==> config.mk <==
export PLATFORM = sky130hd
export DESIGN_NAME = signature_hint_challenge_packer
export DESIGN_NICKNAME = d
export VERILOG_FILES = /design/src/rtl/shcp_pkg.sv /design/src/rtl/signature_hint_challenge_packer.sv /design/src/rtl/shcp_core.sv /design/src/rtl/shcp_serializer.sv
export SDC_FILE = /design/constraint.sdc
export NUM_CORES = 1
export LEC_CHECK = 0
export BUFFER_PORTS_ARGS = -buffer_cell sky130_fd_sc_hd__buf_2
export CAP_MARGIN = 20
export CORE_MARGIN = 5
export CORE_UTILIZATION = 56
export CTS_CLUSTER_DIAMETER = 150
export DETAILED_ROUTE_END_ITERATION = 16
export PLACE_DENSITY = 0.76
export SYNTH_ARGS = -nofsm -noshare
export SYNTH_HDL_FRONTEND = slang
export SYNTH_SLANG_ARGS = --single-unit
export TNS_END_PERCENT = 10
==> constraint.sdc <==
create_clock -name clk -period 4.1 [get_ports clk]
set_input_delay 1.025 -clock clk [delete_from_list [all_inputs] [get_ports clk]]
set_output_delay 1.025 -clock clk [all_outputs]
set_load 0.03 [all_outputs]
==> src/rtl/shcp_pkg.sv <==
// ----------------------------------------------------------------------------
// shcp_pkg: hint and challenge packer shared definitions
// Sizes, address bases, status codes and the per-item result bundle.
// ----------------------------------------------------------------------------
package shcp_pkg;

	localparam int N_COEFFS   = 256;
	localparam int HINT_POLYS = 5;
	localparam int MAX_HINTS  = 96;
	localparam int MODULUS    = 8380417;

	localparam int COEF_W = 23;
	localparam int ADDR_W = 8;
	localparam int BYTE_W = 8;
	localparam int STAT_W = 2;

	localparam int BITMAP_BYTES = (N_COEFFS + 7) / 8;
	localparam int J_W          = $clog2(N_COEFFS);
	localparam int POLY_W       = (HINT_POLYS > 1) ? $clog2(HINT_POLYS) : 1;
	localparam int CNT_W        = $clog2(MAX_HINTS + 1);
	localparam int CPOS_W       = $clog2(N_COEFFS + 1);
	localparam int SLOT_W       = 7;
	localparam int SIGN_BYTES   = 8;

	localparam int COUNT_BASE  = MAX_HINTS;
	localparam int BITMAP_BASE = MAX_HINTS + HINT_POLYS;
	localparam int SIGN_BASE   = MAX_HINTS + HINT_POLYS + BITMAP_BYTES;

	localparam logic [STAT_W-1:0] ST_OK   = 2'd0;
	localparam logic [STAT_W-1:0] ST_DROP = 2'd1;
	localparam logic [STAT_W-1:0] ST_SEQ  = 2'd2;

	localparam logic OP_HINT      = 1'b0;
	localparam logic OP_CHALLENGE = 1'b1;

	typedef struct packed {
		logic              write;
		logic [ADDR_W-1:0] addr;
		logic [BYTE_W-1:0] value;
		logic [STAT_W-1:0] status;
	} res_t;

	// up to two explicit results, optionally followed by the eight sign bytes
	typedef struct packed {
		logic [1:0]  n_expl;
		logic        signs;
		res_t        r0;
		res_t        r1;
		logic [63:0] sign_rec;
	} bundle_t;

endpackage

==> src/rtl/signature_hint_challenge_packer.sv <==
// ----------------------------------------------------------------------------
// signature_hint_challenge_packer: hint and challenge area packer
// Each accepted input item goes through the input register, then the bundle register.
// Throughput: one input item per cycle while results keep up; an item with
//   k results holds the output until all k are sent (up to 10 on the last challenge).
// Reset: arst_n clears all counters, the bitmap and sign record, and the stages.
// ----------------------------------------------------------------------------
module signature_hint_challenge_packer (
	input  logic        clk,
	input  logic        arst_n,
	input  logic        s_tvalid,
	output logic        s_tready,
	input  logic [23:0] s_tdata,   // [22:0] coefficient, [23] zero
	input  logic [0:0]  s_tuser,   // [0] op
	output logic        m_tvalid,
	input  logic        m_tready,
	output logic [15:0] m_tdata,   // [7:0] byte_address, [15:8] byte_value
	output logic [2:0]  m_tuser,   // [0] write, [2:1] status
	output logic        m_tlast
);

	shcp_pkg::bundle_t bundle;
	shcp_pkg::res_t    res;
	logic              bundle_valid;
	logic              bundle_done;

	shcp_core u_core (
		.clk          (clk),
		.arst_n       (arst_n),
		.in_valid     (s_tvalid),
		.in_ready     (s_tready),
		.in_op        (s_tuser[0]),
		.in_coef      (s_tdata[shcp_pkg::COEF_W-1:0]),
		.bundle_done  (bundle_done),
		.bundle_valid (bundle_valid),
		.bundle       (bundle)
	);

	shcp_serializer u_ser (
		.clk          (clk),
		.arst_n       (arst_n),
		.bundle_valid (bundle_valid),
		.bundle       (bundle),
		.bundle_done  (bundle_done),
		.out_valid    (m_tvalid),
		.out_ready    (m_tready),
		.out_res      (res),
		.out_last     (m_tlast)
	);

	assign m_tdata = {res.value, res.addr};
	assign m_tuser = {res.status, res.write};

endmodule

==> src/rtl/shcp_core.sv <==
// ----------------------------------------------------------------------------
// shcp_core: input register, packing state and result bundle register
// Decodes one coefficient per cycle, while the bundle register is free, into a bundle of byte writes.
// ----------------------------------------------------------------------------
module shcp_core (
	input  logic                          clk,
	input  logic                          arst_n,
	input  logic                          in_valid,
	output logic                          in_ready,
	input  logic                          in_op,
	input  logic [shcp_pkg::COEF_W-1:0]   in_coef,
	input  logic                          bundle_done,
	output logic                          bundle_valid,
	output shcp_pkg::bundle_t             bundle
);

	logic                          valid_s1;
	logic                          op_s1;
	logic [shcp_pkg::COEF_W-1:0]   coef_s1;
	logic                          advance;

	logic [shcp_pkg::J_W-1:0]    j_q;
	logic [shcp_pkg::POLY_W-1:0] poly_q;
	logic                        hints_done_q;
	logic [shcp_pkg::CNT_W-1:0]  index_count_q;
	logic [shcp_pkg::CNT_W-1:0]  pad_pointer_q;
	logic [shcp_pkg::CPOS_W-1:0] cpos_q;
	logic [7:0]                  bitmap_q;
	logic [63:0]                 sign_rec_q;
	logic [shcp_pkg::SLOT_W-1:0] sign_slot_q;

	logic [shcp_pkg::J_W-1:0]    j_d;
	logic [shcp_pkg::POLY_W-1:0] poly_d;
	logic                        hints_done_d;
	logic [shcp_pkg::CNT_W-1:0]  index_count_d;
	logic [shcp_pkg::CNT_W-1:0]  pad_pointer_d;
	logic [shcp_pkg::CPOS_W-1:0] cpos_d;
	logic [7:0]                  bitmap_d;
	logic [63:0]                 sign_rec_d;
	logic [shcp_pkg::SLOT_W-1:0] sign_slot_d;
	shcp_pkg::bundle_t           bundle_d;
	logic                        bundle_valid_d;

	shcp_pkg::res_t res_a;
	shcp_pkg::res_t res_b;
	logic           has_a;
	logic           has_b;
	logic           chal_done;
	logic           last_chal;
	logic [7:0]     bitmap_new;

	assign advance  = valid_s1 && (!bundle_valid || bundle_done);
	assign in_ready = !valid_s1 || advance;
	assign chal_done = (cpos_q == shcp_pkg::CPOS_W'(shcp_pkg::N_COEFFS));
	assign last_chal = (cpos_q == shcp_pkg::CPOS_W'(shcp_pkg::N_COEFFS - 1));

	always_ff @(posedge clk or negedge arst_n) begin
		if (!arst_n) begin
			valid_s1 <= 1'b0;
		end else if (in_ready) begin
			valid_s1 <= in_valid;
		end
	end

	always_ff @(posedge clk) begin
		if (in_ready && in_valid) begin
			op_s1   <= in_op;
			coef_s1 <= in_coef;
		end
	end

	always_comb begin
		j_d           = j_q;
		poly_d        = poly_q;
		hints_done_d  = hints_done_q;
		index_count_d = index_count_q;
		pad_pointer_d = pad_pointer_q;
		cpos_d        = cpos_q;
		bitmap_d      = bitmap_q;
		sign_rec_d    = sign_rec_q;
		sign_slot_d   = sign_slot_q;
		res_a         = '0;
		res_b         = '0;
		has_a         = 1'b0;
		has_b         = 1'b0;
		bitmap_new    = bitmap_q;
		bundle_d      = '0;

		if (op_s1 == shcp_pkg::OP_HINT) begin
			if (hints_done_q) begin
				has_a        = 1'b1;
				res_a.status = shcp_pkg::ST_SEQ;
			end else begin
				if (coef_s1 == shcp_pkg::COEF_W'(1)) begin
					has_a = 1'b1;
					if (index_count_q < shcp_pkg::CNT_W'(shcp_pkg::MAX_HINTS)) begin
						res_a.write   = 1'b1;
						res_a.addr    = shcp_pkg::ADDR_W'(index_count_q);
						res_a.value   = shcp_pkg::BYTE_W'(j_q);
						index_count_d = index_count_q + shcp_pkg::CNT_W'(1);
					end else begin
						res_a.status = shcp_pkg::ST_DROP;
					end
				end
				if (j_q == shcp_pkg::J_W'(shcp_pkg::N_COEFFS - 1)) begin
					has_b       = 1'b1;
					res_b.write = 1'b1;
					res_b.addr  = shcp_pkg::ADDR_W'(shcp_pkg::COUNT_BASE)
					            + shcp_pkg::ADDR_W'(poly_q);
					res_b.value = shcp_pkg::BYTE_W'(index_count_d);
					j_d         = '0;
					if (poly_q == shcp_pkg::POLY_W'(shcp_pkg::HINT_POLYS - 1)) begin
						hints_done_d  = 1'b1;
						pad_pointer_d = index_count_d;
					end else begin
						poly_d = poly_q + shcp_pkg::POLY_W'(1);
					end
				end else begin
					j_d = j_q + shcp_pkg::J_W'(1);
				end
			end
		end else begin
			if (!hints_done_q || chal_done) begin
				has_a        = 1'b1;
				res_a.status = shcp_pkg::ST_SEQ;
			end else begin
				if (pad_pointer_q < shcp_pkg::CNT_W'(shcp_pkg::MAX_HINTS)) begin
					has_a         = 1'b1;
					res_a.write   = 1'b1;
					res_a.addr    = shcp_pkg::ADDR_W'(pad_pointer_q);
					pad_pointer_d = pad_pointer_q + shcp_pkg::CNT_W'(1);
				end
				if (coef_s1 != '0) begin
					bitmap_new = bitmap_q | (8'd1 << cpos_q[2:0]);
					if (sign_slot_q < shcp_pkg::SLOT_W'(64)) begin
						if (coef_s1 == shcp_pkg::COEF_W'(shcp_pkg::MODULUS - 1))
							sign_rec_d[sign_slot_q[5:0]] = 1'b1;
						sign_slot_d = sign_slot_q + shcp_pkg::SLOT_W'(1);
					end
				end
				bitmap_d = bitmap_new;
				cpos_d   = cpos_q + shcp_pkg::CPOS_W'(1);
				if (cpos_q[2:0] == 3'd7 || last_chal) begin
					has_b       = 1'b1;
					res_b.write = 1'b1;
					res_b.addr  = shcp_pkg::ADDR_W'(shcp_pkg::BITMAP_BASE)
					            + shcp_pkg::ADDR_W'(cpos_q[shcp_pkg::CPOS_W-1:3]);
					res_b.value = bitmap_new;
					bitmap_d    = '0;
				end
				bundle_d.signs = last_chal;
			end
		end

		bundle_d.sign_rec = sign_rec_d;
		if (has_a) begin
			bundle_d.r0     = res_a;
			bundle_d.r1     = res_b;
			bundle_d.n_expl = has_b ? 2'd2 : 2'd1;
		end else begin
			bundle_d.r0     = res_b;
			bundle_d.n_expl = has_b ? 2'd1 : 2'd0;
		end
		bundle_valid_d = (bundle_d.n_expl != 2'd0) || bundle_d.signs;
	end

	always_ff @(posedge clk or negedge arst_n) begin
		if (!arst_n) begin
			j_q           <= '0;
			poly_q        <= '0;
			hints_done_q  <= 1'b0;
			index_count_q <= '0;
			pad_pointer_q <= '0;
			cpos_q        <= '0;
			bitmap_q      <= '0;
			sign_rec_q    <= '0;
			sign_slot_q   <= '0;
			bundle_valid  <= 1'b0;
		end else begin
			if (advance) begin
				j_q           <= j_d;
				poly_q        <= poly_d;
				hints_done_q  <= hints_done_d;
				index_count_q <= index_count_d;
				pad_pointer_q <= pad_pointer_d;
				cpos_q        <= cpos_d;
				bitmap_q      <= bitmap_d;
				sign_rec_q    <= sign_rec_d;
				sign_slot_q   <= sign_slot_d;
				bundle_valid  <= bundle_valid_d;
			end else if (bundle_done) begin
				bundle_valid <= 1'b0;
			end
		end
	end

	always_ff @(posedge clk) begin
		if (advance)
			bundle <= bundle_d;
	end

endmodule

==> src/rtl/shcp_serializer.sv <==
// ----------------------------------------------------------------------------
// shcp_serializer: result bundle to byte-write stream
// Sends the explicit results, then the sign bytes, one item per cycle while out_ready is high.
// ----------------------------------------------------------------------------
module shcp_serializer (
	input  logic                        clk,
	input  logic                        arst_n,
	input  logic                        bundle_valid,
	input  shcp_pkg::bundle_t           bundle,
	output logic                        bundle_done,
	output logic                        out_valid,
	input  logic                        out_ready,
	output shcp_pkg::res_t              out_res,
	output logic                        out_last
);

	logic [3:0] idx_q;
	logic [3:0] total;
	logic [2:0] sign_idx;
	logic       take;

	assign total     = 4'(bundle.n_expl) + (bundle.signs ? 4'd8 : 4'd0);
	assign sign_idx  = 3'(idx_q - 4'(bundle.n_expl));
	assign out_valid = bundle_valid;
	assign out_last  = (idx_q == total - 4'd1);
	assign take      = out_valid && out_ready;
	assign bundle_done = take && out_last;

	always_comb begin
		out_res = '0;
		if (idx_q == 4'd0 && bundle.n_expl != 2'd0) begin
			out_res = bundle.r0;
		end else if (idx_q == 4'd1 && bundle.n_expl == 2'd2) begin
			out_res = bundle.r1;
		end else begin
			out_res.write = 1'b1;
			out_res.addr  = shcp_pkg::ADDR_W'(shcp_pkg::SIGN_BASE) + shcp_pkg::ADDR_W'(sign_idx);
			out_res.value = bundle.sign_rec[8*sign_idx +: 8];
		end
	end

	always_ff @(posedge clk or negedge arst_n) begin
		if (!arst_n) begin
			idx_q <= '0;
		end else if (take) begin
			idx_q <= out_last ? 4'd0 : idx_q + 4'd1;
		end
	end

endmodule

== After elaboration in Yosys (flattened, before gate mapping) ==
Index checks and enable logic that the tools add are counted.

* $lt $le $gt $ge: 5
* Shift-type cells: 2
* Reductions and logical operators: 28
* Multiplexer cells: 60
* $add $sub $neg: 13
* Bitwise gates (word level): 6
* Eq/ne operators: 13

{| class="wikitable"
|+ Operators by type and width
! kind !! count
|-
| 64-bit two-way mux || 5
|-
| 17-bit two-way mux || 8
|-
| 64-bit bitwise OR || 1
|-
| 64-bit by 7-bit variable part select with 8-bit output || 1
|-
| 19-bit two-way mux || 3
|-
| 7-bit two-way mux || 8
|-
| 8-bit two-way mux || 4
|-
| 9-bit two-way mux || 3
|-
| 23-bit by 1-bit equality test with 1-bit output, second input constant || 1
|-
| 23-bit equality test, second input constant || 1
|-
| 23-bit nonzero test || 1
|-
| 7-bit by 1-bit adder with 7-bit output, second input constant || 3
|-
| 7-bit less-than comparator, second input constant || 3
|-
| 1-bit two-way mux || 20
|-
| 2-bit two-way mux || 6
|-
| 5-bit AND reduction || 2
|-
| 2-bit nonzero test || 5
|-
| 9-bit by 1-bit adder with 9-bit output, second input constant || 1
|-
| 9-bit by 8-bit equality test with 1-bit output, second input constant || 1
|-
| 9-bit equality test, second input constant || 1
|-
| 7-bit by 3-bit adder with 8-bit output, first input constant || 1
|-
| 7-bit by 6-bit adder with 8-bit output, first input constant || 1
|-
| 8-bit by 1-bit adder with 8-bit output, second input constant || 1
|-
| 8-bit by 3-bit adder with 8-bit output, first input constant || 1
|-
| 26 further kinds || 45
|}

* Flip-flop bits (word level): 249
* Output and inout bits: 22
* Input port bits: 29
* Word-level logic and storage cells: 152

== Depth between registers and ports, before layout ==
* Depth after elaboration: 10
* Depth in mapped cells: 12
* Depth with buffers taken out: 10

== Hierarchy ==
From an unflattened synthesis, not the netlist that was laid out.

* Cells, all modules: 932
* Area, all modules: 11,509.8 µm²

{| class="wikitable"
|+ Modules (own cells, without submodules)
! module !! sequential area each (µm²) !! cells each !! instances !! area an instance (µm²)
|-
| shcp_core || 6,716.4 || 779 || 1 || 10,167.3
|-
| shcp_serializer || 100.1 || 153 || 1 || 1,342.5
|}

== Worst setup path after synthesis ==
No wires, ideal clock.

* Path type: in2reg
* Start: input port m_tready
* End: register u_core.index_count_q[0] in the netlist's numbering
* Slack: 0.193 ns
* Library setup time: 0.125 ns
* Stages on the path: 7
* Path buffers: 1
* Arrival: 3.782 ns
* Data required time: 3.975 ns
* Cell sequence: nor4bb_1 a21oi_1 inv_1 buf_2 nand2_1 nor2_1 mux2_2

* Longest elaborated chain between the ends: 5

{| class="wikitable"
|+ Ends and longest elaborated chain
! what !! line !! RTL
|-
| start, declared || signature_hint_challenge_packer.sv:16 || <nowiki>input logic m_tready,</nowiki>
|-
| 1-bit logical AND || shcp_serializer.sv:26 || <nowiki>assign take = out_valid && out_ready;</nowiki>
|-
| 1-bit logical AND || shcp_serializer.sv:27 || <nowiki>assign bundle_done = take && out_last;</nowiki>
|-
| 1-bit logical OR || shcp_core.sv:52 || <nowiki>assign advance = valid_s1 && (!bundle_valid || bundle_done);</nowiki>
|-
| 1-bit logical AND || shcp_core.sv:52 ||
|-
| named net u_core.advance || shcp_core.sv:20 || <nowiki>logic advance;</nowiki>
|-
| 3-bit AND reduction (no line) || n/a ||
|-
| end signal, assigned || shcp_core.sv:184 || <nowiki>index_count_q <= index_count_d;</nowiki>
|-
| end, declared || shcp_core.sv:25 || <nowiki>logic [shcp_pkg::CNT_W-1:0] index_count_q;</nowiki>
|}

The timed path passes the listed nets, and every way through them passes these cells.
A chain may end at the register's enable or synchronous reset.

== Worst setup path after layout ==
* Start: register u_ser.idx_q[0]
* End: output port m_tdata[12]

* Longest elaborated chain between the ends: 4
* Elaborated cells between the ends (all ways): 8
* Classes of those cells: 1 x add/sub; 1 x eq/ne; 1 x shift; 2 x mux; 3 x reduce/logical

{| class="wikitable"
|+ Ends and longest elaborated chain
! what !! line !! RTL
|-
| start, declared || shcp_serializer.sv:17 || <nowiki>logic [3:0] idx_q;</nowiki>
|-
| start signal, assigned || shcp_serializer.sv:46 || <nowiki>idx_q <= out_last ? 4'd0 : idx_q + 4'd1;</nowiki>
|-
| 3-bit by 2-bit subtractor with 3-bit output or 4-bit by 1-bit equality test with 1-bit output (tied branches) || shcp_serializer.sv:23, shcp_serializer.sv:33 ||
|-
| 64-bit by 7-bit variable part select with 8-bit output or 1-bit logical AND (tied branches) || shcp_serializer.sv:38, shcp_serializer.sv:33 ||
|-
| 17-bit two-way mux || shcp_serializer.sv:33 || <nowiki>end else if (idx_q == 4'd1 && bundle.n_expl == 2'd2) begin</nowiki>
|-
| 19-bit two-way mux * || shcp_serializer.sv:31 || <nowiki>if (idx_q == 4'd0 && bundle.n_expl != 2'd0) begin</nowiki>
|-
| end, declared || signature_hint_challenge_packer.sv:17 || <nowiki>output logic [15:0] m_tdata,</nowiki>
|}

Every way passes the cells marked *; elsewhere a longest branch is shown, timed or not.

==> metrics <==
status finished, final reports clean; fill cell instance count of the final layout 1,488; number of hold-repair buffers added at the cts stage 0; type of the setup path with the least slack reg -> out; type of the worst min-delay path in -> async; # H-tree levels 1; floorplan die width 152 µm; Critical Path Start Type register; mean routed wirelength per cell 20.1 µm; number of iterations in the first detailed-routing pass 5; most common cell after layout, fill and taps aside edfxtp_1; max-capacitance violation count 0; RD Place Congestion 0.868; HPWL after detailed placement 17,300 µm; count of state elements after synthesis 247; share of async-settable or async-resettable flops after synthesis 48.6%; R2R Path End u_core.bundle[86]$_DFFE_PP_; maximum clock frequency 250 MHz; via-per-instance ratio 6.12; Inserted Clock Buffers 27; Least-Margin Pin Slew 0.823 ns; max_slew headroom 45.0%; total wirelength of the detailed-routed design 25,300 µm; endpoint arrival time on the critical path 2.98 ns; vias in the first global route 7,301; number of hold-slack violations in the final timing report 0; grt ovf 0; remaining antenna violation count after routing 0; Netlist cell types 66; maximum ir drop on the vdd rail 425 µV; global-route usage over all layers 21.6%; startpoint of the worst-slack reg-to-reg timing path u_core.cpos_q[0]$_DFFE_PN0P_; number of cells traversed by the worst register-to-register path 8; nets@finish 1,025; number of enable-type register cells in the synthesized netlist 127; number of sinks handled by clock tree synthesis 247; critical path endpoint category primary output; register-to-register setup slack 0.73 ns; initial antenna violation count 0; synthesized netlist net count 963; core area 0.0200 mm²; most used flip-flop cell after synthesis edfxtp_1; largest net degree at the start of global routing 64; Die Outline Area 0.0231 mm²; number of top-level pins 51; synthesized area per cell 12.4 µm²; fraction of final layout cells with drive strength greater than 1 17.0%; Gate Count Post-Synth 909; Ant. Diodes 0; sequential share of the synthesized area 60.3%; Longest Clk Path Bufs 3; total of warnings raised by yosys 0; synthesized cell area 0.0113 mm²; DRC violations left 0; final count of negative-setup-slack endpoints 0; power per cell area 662 mW/mm²; total number of placement rows 52; Clock transition at path regs 0.07 ns; Area growth syn-to-layout 14.2%; clock tree from TritonCTS yes; I/O Buffers 49; required arrival time at the worst endpoint 3.07 ns; root buffer cell clkbuf_16; initial standard-cell utilization of the core 56.4%; leakage power summed over all cells 5.59 nW; post-route fraction of the period consumed by the critical path 97.7%; wire length of the first global-routing pass 40,500 µm; post-placement cell area 0.0119 mm²; commonest non-fill, non-tap cells in the layout edfxtp_1, dfrtp_1, o21bai_1; Post-Place Setup Slack 0.426 ns; worst clock skew 0.0216 ns; final design instance area without fill 0.0129 mm²; Clk Latency, worst-skew pair 0.53 ns; post-route setup slack 0.0924 ns; Final min period 4.01 ns; starting DRC count in detailed routing 644; Die Height 152 µm; Via Count 7,711; Max FO, Critical Path 5; number of pins with negative max-slew slack in the final report 0
## kinds of logic (layout without fill, tap and decap cells)
logic type	after synthesis	in the layout	share of synthesized area, %
and+or+nand+nor	267	267	12.1
adders and majority gates	25	25	2.83
xor gates and xnor gates	28	28	2.17
AOI/OAI and AO/OA	247	247	15.4
DFF	247	247	60.3
buffers and inverters	62	143	2.34
muxes	33	33	4.79
## metrics by stage
step                utilization [%]  instances  power, mW  TNS (ns)  hold WS, ns
floorplan                         -        909       5.03         0        0.422
global placement               59.2       1208       5.79         0        0.432
detailed placement             59.2       1208       5.82         0        0.439
CTS                            64.0       1256       8.37         0        0.363
global route                   64.4       1260       8.93   -0.0160        0.371
finish                         64.4       1260       8.55         0        0.366
## synth_stat cells, drive strengths merged, types with 9 or more instances
| cell type | n | area (µm²) |
|---|---|---|
| nand4 | 14 | 93.8 |
| nor4 | 12 | 96.3 |
| clkbuf | 21 | 78.8 |
| nor2 | 67 | 251 |
| o21ai | 42 | 210 |
| xnor2 | 16 | 140 |
| a22oi | 13 | 97.6 |
| a31oi | 9 | 56.3 |
| edfxtp | 127 | 3810 |
| nand3 | 24 | 120 |
| nor2b | 10 | 62.6 |
| mux4 | 16 | 360 |
| xor2 | 12 | 105 |
| ha | 24 | 300 |
| a21oi | 15 | 75.1 |
| nor3 | 21 | 110 |
| dfrtp | 120 | 3000 |
| buf | 18 | 98.8 |
| o21bai | 72 | 541 |
| a21o | 56 | 420 |
| mux2 | 9 | 101 |
| inv | 23 | 86.3 |
| nand2 | 66 | 248 |
## state kept, by name, summed over array words and instances, names as in the netlist
register              count
u_core.op_s1              1
u_core.sign_slot_q        7
u_core.index_count_q      7
u_core.j_q                8
u_core.bundle_valid       1
u_core.cpos_q             9
u_core.poly_q             3
u_core.hints_done_q       1
u_ser.idx_q               4
u_core.bitmap_q           8
u_core.valid_s1           1
u_core.sign_rec_q        64
u_core.bundle           103
u_core.pad_pointer_q      7
u_core.coef_s1           23
## repair_timing
| action | 4_1_cts | 5_1_grt |
|---|---|---|
| gates resized for setup | 1 | 20 |
| pin swaps | 0 | 3 |
| endpoints found under the setup margin | 8 | 6 |
| cloned | 0 | 1 |
| buffers inserted | 0 | 3 |
| hold endpoints to repair | 0 | 0 |
## area by class of cell
class / instances / area (µm²) / area share (%)
clock inverters: 14 / 201 / 1.56
clock buffers: 34 / 753 / 5.83
inverters: 23 / 88.8 / 0.688
multi-input cells: 600 / 4260 / 33.0
repair buffers: 72 / 448 / 3.47
flip-flops and latches: 247 / 6820 / 52.8
well taps: 270 / 338 / 2.62
## worst max-delay path by stage
stage,cells past startpoint,to,from
6_report,10,m_tdata[12],u_ser.idx_q[0]$_DFFE_PN0N_
5_1_grt,10,m_tdata[12],u_ser.idx_q[0]$_DFFE_PN0N_
4_1_cts,10,m_tdata[10],u_ser.idx_q[0]$_DFFE_PN0N_
3_5_place_dp,7,m_tdata[11],u_ser.idx_q[0]$_DFFE_PN0N_
3_3_place_gp,7,m_tdata[11],u_ser.idx_q[0]$_DFFE_PN0N_
2_1_floorplan,7,u_core.index_count_q[0]$_DFFE_PN0P_,m_tready
## worst max-delay path: stages, from the launching register on
cell and delay [ns]:
dfrtp_1 0.42, inv_2 0.09, ha_2 0.15, inv_1 0.05, fa_2 0.64, buf_6 0.16
mux4_2 0.30, mux2_4 0.29, o22ai_2 0.13, nor2_2 0.07, buf_4 0.17
## power by group
part | switching (mW) | total [mW] | internal, mW
Sequential | 0.187 | 3.31 | 3.13
Combinational | 1.64 | 2.68 | 1.04
Clock | 0.943 | 2.55 | 1.61
## layer usage
metal | vias to the layer above | share of wire (%) | wire length (µm) | GRT usage (%)
li1 | 3522 | - | - | -
met1 | 3821 | 43 | 10900 | 32.6
met2 | 340 | 46 | 11700 | 32.9
met3 | 28 | 9.5 | 2400 | 4.84
met4 | 0 | 1.3 | 325 | 4.11
met5 | - | 0 | 0 | 0
(Power assumes the default switching activity.)
